--- src/sv/sbsc_pkg.sv ---
// Shared types, codes and constant tables for the steering and brake servo controller.
// No dependencies; every module of the block imports this package.
package sbsc_pkg;

	typedef enum logic [1:0] {
		ACT_DIST  = 2'd0,
		ACT_STEER = 2'd1,
		ACT_BRAKE = 2'd2,
		ACT_ENC   = 2'd3
	} action_t;

	typedef enum logic [2:0] {
		REG_MAX_TURN      = 3'd0,
		REG_SPEED_FLOOR   = 3'd1,
		REG_SPEED_CEIL    = 3'd2,
		REG_STEP_LIMIT    = 3'd3,
		REG_ENGAGE_SPEED  = 3'd4,
		REG_RELEASE_SPEED = 3'd5,
		REG_ENGAGED_ANGLE = 3'd6,
		REG_RELEASE_ANGLE = 3'd7
	} cfg_idx_t;

	typedef enum logic [1:0] {
		ST_IDLE,
		ST_PREP,
		ST_DIV,
		ST_COMMIT
	} state_t;

	typedef struct packed {
		action_t    action;
		logic [9:0] left_gap;
		logic [9:0] right_gap;
		logic       brake_wanted;
	} item_t;

	typedef struct packed {
		logic        steer_level;
		logic [15:0] steer_reload;
		logic        brake_level;
		logic [15:0] brake_reload;
		logic [6:0]  target_angle;
		logic [6:0]  steer_angle;
		logic [4:0]  speed_value;
		logic [6:0]  brake_angle;
	} result_t;

	typedef struct packed {
		logic capture;
		logic div_init;
		logic div_step;
		logic commit;
	} cmd_t;

	typedef struct packed {
		logic need_div;
	} status_t;

	localparam int DIV_STEPS  = 16;
	localparam int CNT_W      = $clog2(DIV_STEPS);
	localparam int CENTER_DEG = 90;
	localparam int SPEED_SPAN = 32;

	localparam logic [5:0] RST_MAX_TURN      = 6'd30;
	localparam logic [4:0] RST_SPEED_FLOOR   = 5'd6;
	localparam logic [4:0] RST_SPEED_CEIL    = 5'd25;
	localparam logic [9:0] RST_STEP_LIMIT    = 10'd50;
	localparam logic [4:0] RST_ENGAGE_SPEED  = 5'd15;
	localparam logic [4:0] RST_RELEASE_SPEED = 5'd8;
	localparam logic [6:0] RST_ENGAGED_ANGLE = 7'd93;
	localparam logic [6:0] RST_RELEASE_ANGLE = 7'd70;
	localparam logic [6:0] RST_BRAKE_DEG     = 7'd70;
	localparam logic [4:0] RST_SPEED         = 5'd6;

	typedef logic [15:0] rl_tbl_t [0:127];

	// high phase: 65075 - ceil(10.23*a); low phase: 47566 + floor(10.23*a)
	function automatic rl_tbl_t build_high();
		rl_tbl_t t;
		for (int i = 0; i < 128; i++) begin
			t[i] = 16'(65075 - (1023 * i + 99) / 100);
		end
		return t;
	endfunction

	function automatic rl_tbl_t build_low();
		rl_tbl_t t;
		for (int i = 0; i < 128; i++) begin
			t[i] = 16'(47566 + (1023 * i) / 100);
		end
		return t;
	endfunction

	localparam rl_tbl_t HIGH_RL = build_high();
	localparam rl_tbl_t LOW_RL  = build_low();

endpackage

--- src/sv/sbsc_ctrl.sv ---
// Sequencer of the servo controller: accepts a beat, runs the shared divider, commits.
// Depends on sbsc_pkg.
module sbsc_ctrl import sbsc_pkg::*; (
	input  logic    clk,
	input  logic    arst_n,
	input  logic    item_valid,
	output logic    item_stall,
	output logic    result_valid,
	input  logic    result_stall,
	input  status_t status,
	output cmd_t    cmd
);

	state_t state_q, state_nx;
	logic [CNT_W-1:0] cnt_q;
	logic result_valid_q;
	logic out_free;
	logic cnt_last;

	assign out_free = !result_valid_q || !result_stall;
	assign cnt_last = (cnt_q == CNT_W'(DIV_STEPS - 1));
	assign result_valid = result_valid_q;

	always_comb begin
		state_nx = state_q;
		unique case (state_q)
			ST_IDLE: begin
				if (item_valid) state_nx = ST_PREP;
			end
			ST_PREP: begin
				state_nx = status.need_div ? ST_DIV : ST_COMMIT;
			end
			ST_DIV: begin
				if (cnt_last) state_nx = ST_COMMIT;
			end
			ST_COMMIT: begin
				if (out_free) state_nx = ST_IDLE;
			end
			default: state_nx = ST_IDLE;
		endcase
	end

	always_comb begin
		cmd = '0;
		item_stall = 1'b1;
		unique case (state_q)
			ST_IDLE: begin
				item_stall = 1'b0;
				cmd.capture = item_valid;
			end
			ST_PREP: cmd.div_init = status.need_div;
			ST_DIV: cmd.div_step = 1'b1;
			ST_COMMIT: cmd.commit = out_free;
			default: cmd = '0;
		endcase
	end

	always_ff @(posedge clk or negedge arst_n) begin
		if (!arst_n) begin
			state_q <= ST_IDLE;
			cnt_q <= '0;
			result_valid_q <= 1'b0;
		end else begin
			state_q <= state_nx;
			if (state_q == ST_DIV) cnt_q <= cnt_q + 1'b1;
			else cnt_q <= '0;
			if (cmd.commit) result_valid_q <= 1'b1;
			else if (!result_stall) result_valid_q <= 1'b0;
		end
	end

	a_no_overwrite: assert property (@(posedge clk) disable iff (!arst_n)
		cmd.commit |-> !(result_valid_q && result_stall))
		else $error("result overwritten while stalled");

	a_div_len: assert property (@(posedge clk) disable iff (!arst_n)
		(state_q == ST_DIV && cnt_last) |=> state_q == ST_COMMIT)
		else $error("divider run length wrong");

	a_accept_prep: assert property (@(posedge clk) disable iff (!arst_n)
		(item_valid && !item_stall) |=> state_q == ST_PREP)
		else $error("accepted beat not taken up");

	a_commit_shows: assert property (@(posedge clk) disable iff (!arst_n)
		cmd.commit |=> result_valid_q)
		else $error("committed result not shown");

endmodule

--- src/sv/sbsc_dp.sv ---
// Datapath of the servo controller: registers, shared restoring divider, update logic.
// Depends on sbsc_pkg; driven by sbsc_ctrl commands.
module sbsc_dp import sbsc_pkg::*; #(
	parameter int ANGLE_LOW  = 60,
	parameter int ANGLE_HIGH = 120,
	parameter int PERIOD_LEN = 25
) (
	input  logic       clk,
	input  logic       arst_n,
	input  item_t      item,
	input  cmd_t       cmd,
	output status_t    status,
	input  logic       cfg_we,
	input  cfg_idx_t   cfg_index,
	input  logic [9:0] cfg_data,
	output result_t    result
);

	logic [5:0] max_turn_q;
	logic [4:0] floor_q, ceil_q, engage_q, release_q;
	logic [9:0] step_lim_q;
	logic [6:0] eng_ang_q, rel_ang_q;

	logic       steer_phase_q, brake_phase_q;
	logic [6:0] target_q, cur_q, brake_q;
	logic [4:0] speed_q, ticks_q;
	logic [15:0] pulse_q, last_q;

	item_t item_q;
	result_t result_q;
	logic [15:0] quo_q;
	logic [9:0]  rem_q, dvs_q;

	function automatic logic [6:0] clamp_ang(logic signed [9:0] a);
		if (a < ANGLE_LOW) return 7'(ANGLE_LOW);
		if (a > ANGLE_HIGH) return 7'(ANGLE_HIGH);
		return a[6:0];
	endfunction

	always_ff @(posedge clk or negedge arst_n) begin
		if (!arst_n) begin
			max_turn_q <= RST_MAX_TURN;
			floor_q <= RST_SPEED_FLOOR;
			ceil_q <= RST_SPEED_CEIL;
			step_lim_q <= RST_STEP_LIMIT;
			engage_q <= RST_ENGAGE_SPEED;
			release_q <= RST_RELEASE_SPEED;
			eng_ang_q <= RST_ENGAGED_ANGLE;
			rel_ang_q <= RST_RELEASE_ANGLE;
		end else if (cfg_we) begin
			unique case (cfg_index)
				REG_MAX_TURN:      max_turn_q <= cfg_data[5:0];
				REG_SPEED_FLOOR:   floor_q <= cfg_data[4:0];
				REG_SPEED_CEIL:    ceil_q <= cfg_data[4:0];
				REG_STEP_LIMIT:    step_lim_q <= cfg_data;
				REG_ENGAGE_SPEED:  engage_q <= cfg_data[4:0];
				REG_RELEASE_SPEED: release_q <= cfg_data[4:0];
				REG_ENGAGED_ANGLE: eng_ang_q <= cfg_data[6:0];
				REG_RELEASE_ANGLE: rel_ang_q <= cfg_data[6:0];
				default: ;
			endcase
		end
	end

	// operand preparation
	logic        left_wider;
	logic [9:0]  gap_diff, gap_small;
	logic [15:0] prod;
	logic [6:0]  ang_diff;
	logic [5:0]  inv_base;
	logic [7:0]  inv3;

	always_comb begin
		left_wider = item_q.left_gap > item_q.right_gap;
		gap_diff = left_wider ? item_q.left_gap - item_q.right_gap
			: item_q.right_gap - item_q.left_gap;
		gap_small = left_wider ? item_q.right_gap : item_q.left_gap;
		prod = 16'(max_turn_q) * 16'(gap_diff);
		ang_diff = (target_q > cur_q) ? target_q - cur_q : cur_q - target_q;
		inv_base = 6'(SPEED_SPAN) - {1'b0, speed_q};
		inv3 = 8'(inv_base) * 8'd3;
	end

	assign status.need_div = (item_q.action == ACT_DIST && gap_small != '0)
		|| (item_q.action == ACT_STEER && steer_phase_q);

	// restoring divider, one quotient bit a cycle
	logic [10:0] rem_sh;
	logic        fits;
	assign rem_sh = {rem_q, quo_q[15]};
	assign fits = rem_sh >= {1'b0, dvs_q};

	always_ff @(posedge clk) begin
		if (cmd.capture) item_q <= item;
		if (cmd.div_init) begin
			rem_q <= '0;
			if (item_q.action == ACT_DIST) begin
				quo_q <= prod;
				dvs_q <= gap_small;
			end else begin
				quo_q <= 16'(ang_diff);
				dvs_q <= 10'(inv3[7:1]);
			end
		end else if (cmd.div_step) begin
			rem_q <= fits ? 10'(rem_sh - {1'b0, dvs_q}) : rem_sh[9:0];
			quo_q <= {quo_q[14:0], fits};
		end
	end

	// update for the committed beat
	logic        steer_ph_nx, brake_ph_nx;
	logic [15:0] steer_rl, brake_rl;
	logic [6:0]  target_nx, cur_nx, brake_nx;
	logic [4:0]  speed_nx, ticks_nx, tick_inc, spd_c;
	logic [15:0] pulse_nx, last_nx, cnt;
	logic [16:0] lim;
	logic [5:0]  turn;
	logic [9:0]  tsum, step, csum;

	always_comb begin
		steer_ph_nx = steer_phase_q;
		brake_ph_nx = brake_phase_q;
		steer_rl = '0;
		brake_rl = '0;
		target_nx = target_q;
		cur_nx = cur_q;
		brake_nx = brake_q;
		speed_nx = speed_q;
		ticks_nx = ticks_q;
		pulse_nx = pulse_q;
		last_nx = last_q;
		turn = (gap_small == '0 || quo_q > 16'(max_turn_q)) ? max_turn_q : quo_q[5:0];
		tsum = left_wider ? 10'(CENTER_DEG) - 10'(turn) : 10'(CENTER_DEG) + 10'(turn);
		step = 10'(quo_q[7:0]) + 10'd2;
		if (target_q > cur_q) csum = 10'(cur_q) + step;
		else if (target_q < cur_q) csum = 10'(cur_q) - step;
		else csum = 10'(cur_q);
		tick_inc = ticks_q + 5'd1;
		lim = 17'(last_q) + 17'(step_lim_q);
		cnt = (17'(pulse_q) > lim) ? lim[15:0] : pulse_q;
		spd_c = (cnt > 16'(ceil_q)) ? ceil_q : cnt[4:0];
		unique case (item_q.action)
			ACT_DIST: target_nx = clamp_ang($signed(tsum));
			ACT_STEER: begin
				steer_ph_nx = !steer_phase_q;
				if (!steer_phase_q) begin
					steer_rl = HIGH_RL[cur_q];
				end else begin
					steer_rl = LOW_RL[cur_q];
					cur_nx = clamp_ang($signed(csum));
				end
			end
			ACT_BRAKE: begin
				brake_ph_nx = !brake_phase_q;
				if (!brake_phase_q) begin
					brake_rl = HIGH_RL[brake_q];
				end else begin
					brake_rl = LOW_RL[brake_q];
					ticks_nx = tick_inc;
					if (tick_inc >= 5'(PERIOD_LEN)) begin
						// measure speed, then apply brake hysteresis
						ticks_nx = '0;
						last_nx = cnt;
						pulse_nx = '0;
						speed_nx = (spd_c < floor_q) ? floor_q : spd_c;
						if (!item_q.brake_wanted) begin
							brake_nx = clamp_ang(10'(rel_ang_q));
						end else if (speed_nx >= engage_q) begin
							brake_nx = clamp_ang(10'(eng_ang_q));
						end else if (speed_nx <= release_q) begin
							brake_nx = clamp_ang(10'(rel_ang_q));
						end
					end
				end
			end
			ACT_ENC: begin
				if (pulse_q != 16'hFFFF) pulse_nx = pulse_q + 16'd1;
			end
			default: ;
		endcase
	end

	always_ff @(posedge clk or negedge arst_n) begin
		if (!arst_n) begin
			steer_phase_q <= 1'b0;
			brake_phase_q <= 1'b0;
			target_q <= 7'(CENTER_DEG);
			cur_q <= 7'(CENTER_DEG);
			brake_q <= RST_BRAKE_DEG;
			speed_q <= RST_SPEED;
			ticks_q <= '0;
			pulse_q <= '0;
			last_q <= '0;
		end else if (cmd.commit) begin
			steer_phase_q <= steer_ph_nx;
			brake_phase_q <= brake_ph_nx;
			target_q <= target_nx;
			cur_q <= cur_nx;
			brake_q <= brake_nx;
			speed_q <= speed_nx;
			ticks_q <= ticks_nx;
			pulse_q <= pulse_nx;
			last_q <= last_nx;
		end
	end

	always_ff @(posedge clk) begin
		if (cmd.commit) begin
			result_q.steer_level <= steer_ph_nx;
			result_q.steer_reload <= steer_rl;
			result_q.brake_level <= brake_ph_nx;
			result_q.brake_reload <= brake_rl;
			result_q.target_angle <= target_nx;
			result_q.steer_angle <= cur_nx;
			result_q.speed_value <= speed_nx;
			result_q.brake_angle <= brake_nx;
		end
	end

	assign result = result_q;

	a_rem_bound: assert property (@(posedge clk) disable iff (!arst_n)
		cmd.div_step |=> rem_q < dvs_q)
		else $error("divider remainder out of range");

	a_div_nonzero: assert property (@(posedge clk) disable iff (!arst_n)
		cmd.div_init |=> dvs_q != '0)
		else $error("divider started on zero divisor");

	a_angle_range: assert property (@(posedge clk) disable iff (!arst_n)
		$past(cmd.commit) && item_q.action == ACT_STEER |->
		(32'(cur_q) >= ANGLE_LOW || !steer_phase_q == 1'b0))
		else $error("steering angle below range after slew");

endmodule

--- src/sv/steering_brake_servo_controller.sv ---
// Steering and brake servo controller, event driven: one beat in, one result beat out.
// Channels: item (item_valid/item_stall, payload item) carries one event: a distance
// update, a steering or brake timer expiry, or an encoder pulse. result
// (result_valid/result_stall, payload result) returns pulse levels, timer reloads for
// the phase just begun, angles and speed. cfg (cfg_valid/cfg_ready, cfg_index,
// cfg_data) writes the eight settings; cfg_ready is always high, write while idle.
// Divider use: a distance update with a nonzero smaller gap and the end of a steering
// high phase go through the shared 16-step restoring divider; other events skip it.
// One event is in work at a time and the block returns to idle after each commit, so
// the next event is accepted only once the last one has committed.
// A finished result sits in an output register; the next beat is accepted while it
// waits. A stalled result holds until taken; only then can a later result commit.
// Reset: angles to centre, brake to its released angle, speed to 6, counts cleared,
// settings to their defaults; no result pending.
module steering_brake_servo_controller import sbsc_pkg::*; #(
	parameter int ANGLE_LOW  = 60,
	parameter int ANGLE_HIGH = 120,
	parameter int PERIOD_LEN = 25
) (
	input  logic       clk,
	input  logic       arst_n,
	input  logic       item_valid,
	output logic       item_stall,
	input  item_t      item,
	output logic       result_valid,
	input  logic       result_stall,
	output result_t    result,
	input  logic       cfg_valid,
	output logic       cfg_ready,
	input  cfg_idx_t   cfg_index,
	input  logic [9:0] cfg_data
);

	cmd_t    cmd;
	status_t status;

	assign cfg_ready = 1'b1;

	sbsc_ctrl u_ctrl (
		.clk          (clk),
		.arst_n       (arst_n),
		.item_valid   (item_valid),
		.item_stall   (item_stall),
		.result_valid (result_valid),
		.result_stall (result_stall),
		.status       (status),
		.cmd          (cmd)
	);

	sbsc_dp #(
		.ANGLE_LOW  (ANGLE_LOW),
		.ANGLE_HIGH (ANGLE_HIGH),
		.PERIOD_LEN (PERIOD_LEN)
	) u_dp (
		.clk       (clk),
		.arst_n    (arst_n),
		.item      (item),
		.cmd       (cmd),
		.status    (status),
		.cfg_we    (cfg_valid && cfg_ready),
		.cfg_index (cfg_index),
		.cfg_data  (cfg_data),
		.result    (result)
	);

endmodule
--- config.mk ---
export PLATFORM = sky130hd
export DESIGN_NAME = steering_brake_servo_controller
export DESIGN_NICKNAME = d
export VERILOG_FILES = /design/src/sv/sbsc_pkg.sv /design/src/sv/sbsc_ctrl.sv /design/src/sv/sbsc_dp.sv /design/src/sv/steering_brake_servo_controller.sv
export SDC_FILE = /design/constraint.sdc
export NUM_CORES = 1
export LEC_CHECK = 0
export ABC_AREA = 1
export ABC_CLOCK_PERIOD_IN_PS = 10100
export BUFFER_PORTS_ARGS = -buffer_cell sky130_fd_sc_hd__buf_2
export CAP_MARGIN = 10
export CORE_MARGIN = 10
export CORE_UTILIZATION = 64
export DETAILED_ROUTE_END_ITERATION = 12
export PLACE_DENSITY = 0.87
export SLEW_MARGIN = 25
export SYNTH_ARGS = -nofsm -noshare
export SYNTH_HDL_FRONTEND = slang
export SYNTH_HIERARCHICAL = 1
export SYNTH_SLANG_ARGS = --single-unit
--- constraint.sdc ---
create_clock -name clk -period 10.1 [get_ports clk]
set_input_delay 0.505 -clock clk [delete_from_list [all_inputs] [get_ports clk]]
set_output_delay 0.505 -clock clk [all_outputs]
set_load 0.005 [all_outputs]
==> qor.yml <==
relSlewSlack_pct: 27.7
clock-sinks: 235
ys_ff_latch: 235
synthArstFlopShare_pct: 51.9
rsz0062_at_grt: "false"
cts_tree: "yes"
antenna_left: 0
critPathMostFrequentCell: "ha_1"
drv_cap: 0
area_growth_pct: 7.53
drt_pass1_iterations: 8
synth_cells: 3015
status: "completed"
post-route-util_pct: 69.4
seqPwrFrac_pct: 22.2
internal_power_mw: 3.46
grt_pass1_wl_mm: 105
port_buffers: 102
ios: 104
finalCritPeriodShare_pct: 89.0
slew_viol_final: 0
worst-path-max-fanout: 26
switching_share_pct: 51.1
drt_iter0_drc: 2335
clock-root-buffer: "clkbuf_16"
multi_input_area_um2: 13000
grt_max_degree: 85
synth-edff-count: 103
cp.required_ns: 10.36
htreeDepth: 1
cts_setup_buffers: 0
row_count: 67
p_sw_mw: 3.62
p_per_area_nw_per_um2: 305
insertion_delay_ns: 0.58
ff_latch_area_um2: 6390
seq_area_frac_synth_pct: 29.6
peakVddDrop_v: 0.000264
synthFlopType: "edfxtp_1"
syn_area_per_cell_um2: 7.16
fmax_ghz: 0.111
syn-num-nets: 3282
yosys_warnings: 6
fp.dieW_um: 204
crit_type: "flip-flop to flip-flop"
place_hpwl_mm: 47.5
via_per_inst: 6.16
nFillCells: 2795
track_usage_pct: 30.4
slowest_delay_ns: 0.80
fin_skew_ns: 0.0258
crit_path_start_kind: "flip-flop"
overflow: 0
cts-buffers-inserted: 27
crit_path_end_kind: "flip-flop"
antenna_found_initial: 0
static-leakage-power_nw: 11.3
fp.coreArea_um2: 33400
netlist_area_um2: 21600
clk_pin_slew_ns: 0.06
final.setup.tns_ns: 0
via_count: 21670
clockPowerShare_pct: 13.9
avgRoutedWirePerCell_um: 18.5
dieArea_um2: 41500
arrival_ns: 9.26
drive_gt1_share_pct: 9.24
drc_errors: 0
first_global_vias: 20591
worst_path_max_delay_cell: "a211oi_1"
hold_buffers: 0
totalWireLength_mm: 65.1
fin_nets: 3318
hold_path.class: "input pin to asynchronous set/reset pin"
tightest_slew_ns: 1.08
routabilityCongestion: 1.00
combPwrFrac_pct: 63.9
initial_core_util_pct: 64.6
die_y_um: 204
synth_cell_type_count: 72
finalHoldViolations: 0
cts_repair_resize_count: 0
min_period_ns: 8.99
antennaDiodeCount: 0
setup_viol: 0
cts_buffer_depth: 3
synthesized netlist by cell type, drive strengths merged, types with 3 or more instances:
cell       n  area share [%]
nand3b     9            0.31
o31ai      7            0.24
a21boi     4            0.14
mux2i      3            0.14
a2111oi    3            0.12
o211ai    33             1.1
dfstp     38             4.6
clkbuf    87             1.5
and2       5            0.14
o2111ai    3            0.12
clkinv     7            0.12
nor2     263             4.7
xnor2     10            0.41
o41ai      4            0.16
buf       25            0.75
a22oi      9            0.31
a211oi    16            0.56
o21ai    309             7.2
dfxtp     10            0.93
edfxtp   103              14
a221oi    16            0.65
o221ai    15            0.61
nand4     25            0.72
a21o       4            0.14
a311oi     4            0.16
o311ai     5            0.20
o21a       8            0.28
nand3    182             4.5
o21bai    13            0.45
ha       185              11
mux2       3            0.16
a21oi    174             4.1
inv      446             7.8
xor2      36             1.5
or2       14            0.41
o221a      3            0.16
a31oi     27            0.81
dfrtp     84             9.7
nor4      10            0.29
o32ai      3            0.12
o22ai     32            0.93
nor3      36            0.86
nand2    687              13
fa        41             3.8
routing by layer:
metal	track usage [%]	wire length [µm]
met2	50.2	30300
met5	0	0
met1	39.1	26200
met3	4.35	6030
met4	13.2	2580
layout by cell type, fill, tap and decap left out, types with 6 or more instances in the layout:
cell type and n:
buf_2 101, xor2_1 36, a21oi_1 172, nand2_1 653
nor3_1 33, nand2_4 6, o21ai_1 8, nand2_2 27
nand3_2 9, xnor2_1 10, o21ai_0 298, o221ai_1 15
o31ai_1 7, fa_1 41, edfxtp_1 103, a22oi_1 9
clkbuf_16 27, a211oi_1 16, o21a_1 8, nor2_1 257
inv_1 444, dfxtp_1 10, clkinv_1 10, buf_4 17
or2_2 14, o21bai_1 13, a221oi_1 16, dfrtp_1 84
o22ai_1 32, a31oi_1 26, clkinv_2 6, o211ai_1 33
nand3b_1 9, dfstp_2 38, ha_1 185, nand3_1 172
nand4_1 25, nor4_1 10
sequential cells by signal, indices dropped and copies added, names as in the netlist, 10 cells and up:
| register | count |
|---|---|
| u_dp/rem_q | 10 |
| u_dp/quo_q | 16 |
| u_dp/last_q | 16 |
| u_dp/item_q | 23 |
| u_dp/dvs_q | 10 |
| u_dp/result | 54 |
| u_dp/step_lim_q | 10 |
| u_dp/pulse_q | 16 |
cell type report:
cell class	count	area share [%]
inverters	453	7.32
flip-flops and latches	235	27.5
well taps	448	2.41
repair buffers	119	2.78
clock buffers	33	3.14
multi-input cells	2215	56.1
clock inverters	17	0.684
critical path, delay by kind of cell, from the launching register on:
kind	cells	cell delay (ns)
AOI/OAI and AO/OA	14	3.04
adders and majority gates	6	1.92
xor gates and xnor gates	1	0.18
DFF	1	0.38
buffers and inverters	3	0.30
and+or+nand+nor	18	2.85
worst paths after layout:
path / slack (ns) / from / endpoint / cells past startpoint
max: 1.11 / u_dp/step_lim_q[0]$_DFFE_PN0P_ / u_dp/result[4]$_DFFE_PP_ / 42
min: 0.07 / arst_n / u_dp/release_q[1]$_DFFE_PN0P_ / 1
max reg2reg: 1.11 / u_dp/step_lim_q[0]$_DFFE_PN0P_ / u_dp/result[4]$_DFFE_PP_ / 42
min reg2reg: 0.47 / u_dp/speed_q[1]$_DFFE_PN1P_ / u_dp/speed_q[1]$_DFFE_PN1P_ / 2
max in group asynchronous: 8.76 / arst_n / u_dp/cur_q[0]$_DFFE_PN0P_ / 2
min in group clk: 0.10 / item[8] / u_dp/item_q[8]$_DFFE_PP_ / 1
cells by family (layout without fill, tap and decap cells):
kind of cell | after synthesis | count (layout) | share of synthesized area [%]
XOR/XNOR | 46 | 46 | 1.87
multiplexers | 6 | 6 | 0.296
AO/OA/AOI/OAI | 704 | 704 | 19.1
other | 1 | 1 | 0.0174
flip-flops | 235 | 235 | 29.6
adder cells (fa/ha/maj) | 226 | 226 | 14.5
AND/OR/NAND/NOR | 1232 | 1232 | 24.5
buffers and inverters | 565 | 622 | 10.1
through the flow:
stage                     total power, mW  cells  hold slack, ns  setup slack (ns)  instance area [µm²]
final                                7.08   3520          0.0671              1.11                23200
after global placement               5.81   3470           0.445              1.58                22300
after floorplan                      4.86   3015           0.209              2.18                21600
after global routing                 7.72   3520          0.0879             0.380                23200
after detailed placement             5.97   3470           0.456              1.25                22300
after CTS                            6.99   3520          0.0697              1.17                23200
power by group through the flow:
stage | logic (mW) | clock network, mW | registers (mW)
final | 4.53 | 0.986 | 1.57
after detailed placement | 4.39 | 0 | 1.58
after global routing | 5.09 | 1.04 | 1.60
after global placement | 4.24 | 0 | 1.57
after floorplan | 3.38 | 0 | 1.48
after CTS | 4.43 | 1.00 | 1.56
Note: power is estimated with default switching activity, not from simulation.
